--- src/hw/rtl/gtfb_ram.sv ---
`timescale 1ns / 1ps
// generic single write port, single read port ram with registered read
// no dependencies

module gtfb_ram #(
  parameter int WIDTH = 32,
  parameter int DEPTH = 16,
  parameter int AW    = (DEPTH > 1) ? $clog2(DEPTH) : 1
) (
  input  logic             clk,
  input  logic             we,
  input  logic [AW-1:0]    waddr,
  input  logic [WIDTH-1:0] wdata,
  input  logic             re,
  input  logic [AW-1:0]    raddr,
  output logic [WIDTH-1:0] rdata
);

  logic [WIDTH-1:0] mem [DEPTH];
  logic [WIDTH-1:0] rdata_r;

  always_ff @(posedge clk) begin
    if (we) begin
      mem[waddr] <= wdata;
    end
    if (re) begin
      rdata_r <= mem[raddr];
    end
  end

  assign rdata = rdata_r;

endmodule

--- config.mk ---
export PLATFORM = sky130hd
export DESIGN_NAME = gtfb_ram
export DESIGN_NICKNAME = d
export VERILOG_FILES = /design/src/hw/rtl/gtfb_ram.sv
export SDC_FILE = /design/constraint.sdc
export NUM_CORES = 1
export LEC_CHECK = 0
export BUFFER_PORTS_ARGS = -buffer_cell sky130_fd_sc_hd__clkbuf_2
export CORE_ASPECT_RATIO = 0.6
export CORE_MARGIN = 2
export CORE_UTILIZATION = 40
export CTS_CLUSTER_DIAMETER = 80
export DETAILED_ROUTE_END_ITERATION = 10
export PLACE_DENSITY = 0.64
export SYNTH_ARGS = -nofsm -noshare
export SYNTH_HDL_FRONTEND = slang
export SYNTH_SLANG_ARGS = --single-unit
--- constraint.sdc ---
create_clock -name clk -period 4.3 [get_ports clk]
set_input_delay 0.43 -clock clk [delete_from_list [all_inputs] [get_ports clk]]
set_output_delay 0.43 -clock clk [all_outputs]
set_load 0.02 [all_outputs]
==> run_results.csv, run 1 <==
group,metric,value,unit
run_status,status,"finished, final reports clean",
clock_network,clk_latency,560,ps
clock_network,path_clk_slew,60,ps
sta,finalSetupViolCount,0,
sta,timing.fmax,491,MHz
place,gp_congestion,0.728,
route,vias,9107,
job,max-cap-violations,0,
floorplanning,io_pins,75,
worst_setup_path,r2r_end,"rdata[0]",
global_route,grt_pass1_vias,9432,
floorplanning,rows,63,
synth,syn_inst,838,
worst_setup_path,start_kind,"primary input",
finish,drive_above_1_share,32.6,%
floorplanning,die-area,52300,um^2
finish,fin_cells,1631,
sta,fin_tns_setup,0,ps
synth,ys_ff_latch,544,
floorplanning,die_x,294,um
sta,clock_skew,13.7,ps
sta,fin_crit_sh,47.4,%
finish,layout_common_cells,"544 x edfxtp_1, 128 x mux4_2, 72 x clkbuf_2",
clock_network,cts-htree-levels,2,
clock_network,cts_hold_buf,0,
route,initialDrtViolationCount,988,
route,viasPerCell,5.58,
global_route,grt_start_max_net_pins,54,
route,drt-total-wl,43900,um
finish,layout_commonest_cell,"edfxtp_1",
sta,post-route-min-period,2040,ps
synth,syn_avg_cell_area,24.1,um^2
route,wl_per_cell,26.9,um
global_route,grt_usage,17.1,%
power,power,10.9,mW
floorplanning,coreArea,49600,um^2
synth,synth_warnings,0,
min_path,min_path_cells,1,
sta,hold_viol_final,0,
sta,worst_pin_slew,1150,ps
sta,slew_viol_final,0,
synth,synth_nets,881,
place,io_buffers,74,
power,power_leakage,7.32,nW
worst_setup_path,rrSetupSlack,2820,ps
min_path,hp-start,"wdata[11]",
route,drc_errors,0,
global_route,grt.overflow.total,0,
sta,rsz0062_at_grt,"no",
clock_network,clockBufferDepth,3,
worst_setup_path,rr_worst_depth,3,
place,hpwl,23800,um
worst_setup_path,end_kind,"flip-flop",
finish,area_growth,14.5,%
min_path,hold_class,"primary input to flip-flop",
clock_network,cts_buffers,47,
synth,ys_seq_area_share,81.0,%
finish,antenna_cells,0,
clock_network,cts_sinks,544,
clock_network,cts_resized,0,
floorplanning,die_y,178,um
synth,synth_area,20200,um^2
global_route,grt_pass1_wl,64400,um
clock_network,post-cts-setup-buffer-count,0,
clock_network,cts-root-buf,"clkbuf_16",
finish,final_nets,992,
min_path,min_to,"mem[14][11]",
worst_setup_path,reg2reg_from,"mem[11][0]",
place,dp.cells,1550,
worst_setup_path,critical_path_class,"primary input to flip-flop",
synth,synthDistinctLibCells,17,
worst_setup_path,worst_ep_required_time,4600,ps
power,p_per_area,472,nW/um^2
clock_network,tritoncts,"built",
global_route,antenna_found_initial,2,
worst_setup_path,crit_arrival,2340,ps
worst_setup_path,crit_fanout,45,
sta,slew-limit-headroom,23.4,%
route,drtAntennaViolNets,0,
power,peakVddDrop,0.386,mV
floorplanning,start_util,40.7,%
route,dr.pass1.iters,5,
-- where the power goes --
part / switching [mW] / leakage, nW / internal [mW]
clock network: 1.85 / 0.762 / 2.50
registers: 0.0333 / 4.94 / 5.97
logic: 0.334 / 1.61 / 0.205
-- critical path, cell delays in order --
cell and delay, ps:
clkbuf_8 470, buf_4 500, mux4_2 550, a22oi_1 220, nand2_1 70
-- flip-flops by register name (all words and copies together) (netlist names) --
signal,cells
mem,512
rdata,32
-- cells in the mapped netlist --
library cell  number  share of area [%]
nor3_1             4              0.099
nand2_1           33               0.61
nand3_1            1              0.025
buf_6              2               0.11
nor2b_1            2              0.062
buf_1              9               0.17
and2_1             1              0.031
nand3b_1           2              0.074
buf_4             11               0.41
clkbuf_1          17               0.32
edfxtp_1         544                 81
buf_2              4              0.099
mux4_2           128                 14
nand2b_1           2              0.062
a22oi_1           64                2.4
or3b_2             1              0.043
nor2_1            13               0.24
-- worst max-delay path by stage --
stage,start,endpoint,slack (ps)
finish,raddr[0],rdata[8],2260
global route,raddr[0],rdata[8],2060
CTS,raddr[0],rdata[9],2240
detailed placement,raddr[0],rdata[9],1640
global placement,raddr[0],rdata[5],1670
floorplan,waddr[2],mem[0][0],690
-- layer usage --
metal  vias up  track usage [%]  wire length, um
met1      4898             26.6            20400
met5         -                0               12
li1       3826                -                -
met3        53             3.28             3060
met2       328             25.3            19700
met4         2             3.49              624
-- cells by family after synthesis --
| kind of cell | Yosys count | synth area share, % |
|---|---|---|
| flops | 544 | 81.0 |
| buf+inv | 43 | 1.10 |
| compound gates | 64 | 2.38 |
| simple gates | 59 | 1.25 |
| mux | 128 | 14.3 |
-- per-stage QoR --
step           setup WS, ps  hold slack, ps  utilization (%)  cell area (um^2)
3_3_place_gp           1670             724             43.4             21500
5_1_grt                2060             284             46.6             23100
3_5_place_dp           1640             733             43.4             21500
6_report               2260             278             46.6             23100
2_1_floorplan           690             529                -             20200
4_1_cts                2240             258             46.6             23100
-- cell type report --
cell class	instances	area, um^2
flip-flops and latches	544	16300
well taps	650	813
repair buffers	105	639
clock buffers	58	1260
fillers	3967	26500
multi-input cells	251	3750
clock inverters	23	300
Note: power is estimated with default switching activity, not from simulation.
==> run 2, diff against run 1 <==
PLACE_DENSITY = 0.66   (was 0.64)
clock period = 1.7 ns   (was 4.3 ns; I/O delays follow)
==> run 2 against run 1 <==
  * Sequential cell count did not move
  * Worst setup slack got worse by 2000 ps
  * Sequential power rose to 2.5 times the previous value
  * Count of clock-buffer cells in the layout fell by 3
  * Routed wire length rose by 2.4%
  * First-iteration DRC count fell by 2.4%
  * Clock power rose by 150%
  * Critical path type is now flip-flop to flip-flop
  * Critical endpoint is now rdata[20]
==> run_results.csv, run 2 (synthesis gave the netlist of run 1 again) <==
group,metric,value,unit
sta,slew_viol_final,0,
power,pwr-share-comb,5.8,%
global_route,antenna_found_initial,1,
sta,post-route-min-period,1440,ps
route,initialDrtViolationCount,964,
power,power_leakage,7.80,nW
worst_setup_path,reg2reg_from,"mem[3][20]",
power,p_per_area,1140,nW/um^2
power,swShare,20.7,%
sta,timing.fmax,692,MHz
sta,hold_viol_final,0,
finish,layout_commonest_cell,"edfxtp_1",
job,max-cap-violations,0,
floorplanning,die_x,294,um
worst_setup_path,startpoint,"mem[3][20]",
route,wl_per_cell,26.3,um
worst_setup_path,critPathSlowestCell,"mux4_2",
power,peakVddDrop,0.948,mV
route,drtAntennaViolNets,0,
route,vias,9382,
clock_network,cts-htree-levels,2,
finish,largest_register_ffs,512,
clock_network,cts_hold_buf,14,
global_route,grt_pass1_wl,66300,um
finish,fin_util,48.8,%
place,place_ws,-210,ps
global_route,grt_pass1_vias,9685,
clock_network,cts_resized,0,
clock_network,cts-root-buf,"clkbuf_16",
clock_network,cts_buffers,47,
clock_network,clockBufferDepth,3,
sta,worst_pin_slew,1190,ps
run_status,status,"finished, final reports clean",
clock_network,path_clk_slew,70,ps
worst_setup_path,crit_path_cell_trace,"mux4_2 > a22oi_1 > nand2_1",
power,p_int,21.8,mW
clock_network,clk_latency,580,ps
sta,finalSetupViolCount,0,
clock_network,tritoncts,"built",
min_path,hold_class,"primary input to flip-flop",
min_path,hp-start,"wdata[20]",
floorplanning,die-area,52300,um^2
route,drc_errors,0,
finish,fin_cells,1705,
finish,top_register,"mem",
clock_network,post-cts-setup-buffer-count,0,
worst_setup_path,start_kind,"flip-flop",
floorplanning,io_pins,75,
worst_setup_path,end_kind,"flip-flop",
place,gp_congestion,0.735,
worst_setup_path,cp_slowest_stage_delay,490,ps
clock_network,cts_sinks,544,
floorplanning,die_y,178,um
place,io_buffers,74,
sta,rsz0062_at_grt,"no",
global_route,grt_usage,17.6,%
sta,hold_ws,9.06,ps
route,viasPerCell,5.50,
sta,fin_crit_sh,85.0,%
finish,area_growth,20.0,%
sta,setup_ws,255,ps
worst_setup_path,crit_arrival,1770,ps
sta,slew-limit-headroom,20.6,%
finish,layout_common_cells,"544 x edfxtp_1, 128 x mux4_2, 72 x clkbuf_2",
global_route,grt_start_max_net_pins,33,
worst_setup_path,critical_path_class,"flip-flop to flip-flop",
place,placed_cell_area,22500,um^2
floorplanning,rows,63,
power,power_frac_seq,55.3,%
place,dp.cells,1606,
route,dr.pass1.iters,5,
place,hpwl,26500,um
floorplanning,coreArea,49600,um^2
worst_setup_path,worst_ep_required_time,2030,ps
global_route,grt.overflow.total,0,
finish,final_nets,1062,
route,drt-total-wl,44900,um
finish,drive_above_1_share,35.5,%
finish,final_area,24200,um^2
sta,clock_skew,15.7,ps
power,power_switching,5.69,mW
floorplanning,start_util,40.7,%
worst_setup_path,crit_fanout,1,
power,clockPowerShare,39.0,%
run 2: cell types whose count changed in the layout (fill, tap and decap cells not counted), moves of 4 or more:
cell,before,now
buf_4,30,41
nor3_4,0,4
buf_12,2,47
clkinv_1,6,11
nor3_2,4,0
dlygate4sd3_1,0,14
run 2: final timing paths:
kind                            cells after the start         end  slack (ps)
worst max register to register                      3   rdata[20]         260
worst max-delay path                                3   rdata[20]         260
worst min-delay path                                1  mem[0][20]           9
worst min register to register                      3   rdata[28]         740
run 2: power groups by stage:
stage	clock network [mW]	registers (mW)	logic [mW]
after floorplan	0	15.5	0.726
after global placement	0	15.5	1.55
after detailed placement	0	15.5	1.58
after CTS	10.9	15.2	1.61
after global routing	11.5	15.2	1.71
final	10.7	15.2	1.58
run 2: area by class of cell:
cell class	instances	area [um^2]
Fill cell	3924	25400
Sequential cell	544	16300
Multi-Input combinational cell	251	3780
Timing Repair Buffer	175	1760
Clock buffer	55	1210
Tap cell	650	813
Clock inverter	28	305
Antenna cell	2	5.00
run 2: worst max-delay path, delay by kind of cell (launching register included):
kind / cells / cell delay, ps
flops: 1 / 370
compound gates: 1 / 260
simple gates: 1 / 80
mux: 1 / 490
run 2: stage by stage:
step                setup TNS [ps]  total power, mW
floorplan                  -183040             16.3
global placement             -1890             17.0
detailed placement           -2650             17.1
CTS                              0             27.8
global route                     0             28.4
finish                           0             27.5
run 2: routing by layer:
| metal | vias to the layer above | global-route usage (%) | wire length, um |
|---|---|---|---|
| li1 | 3971 | - | - |
| met3 | 40 | 3.61 | 3290 |
| met1 | 5046 | 26.8 | 20500 |
| met2 | 325 | 26.7 | 20700 |
| met5 | - | 0 | 0 |
| met4 | 0 | 3.23 | 395 |
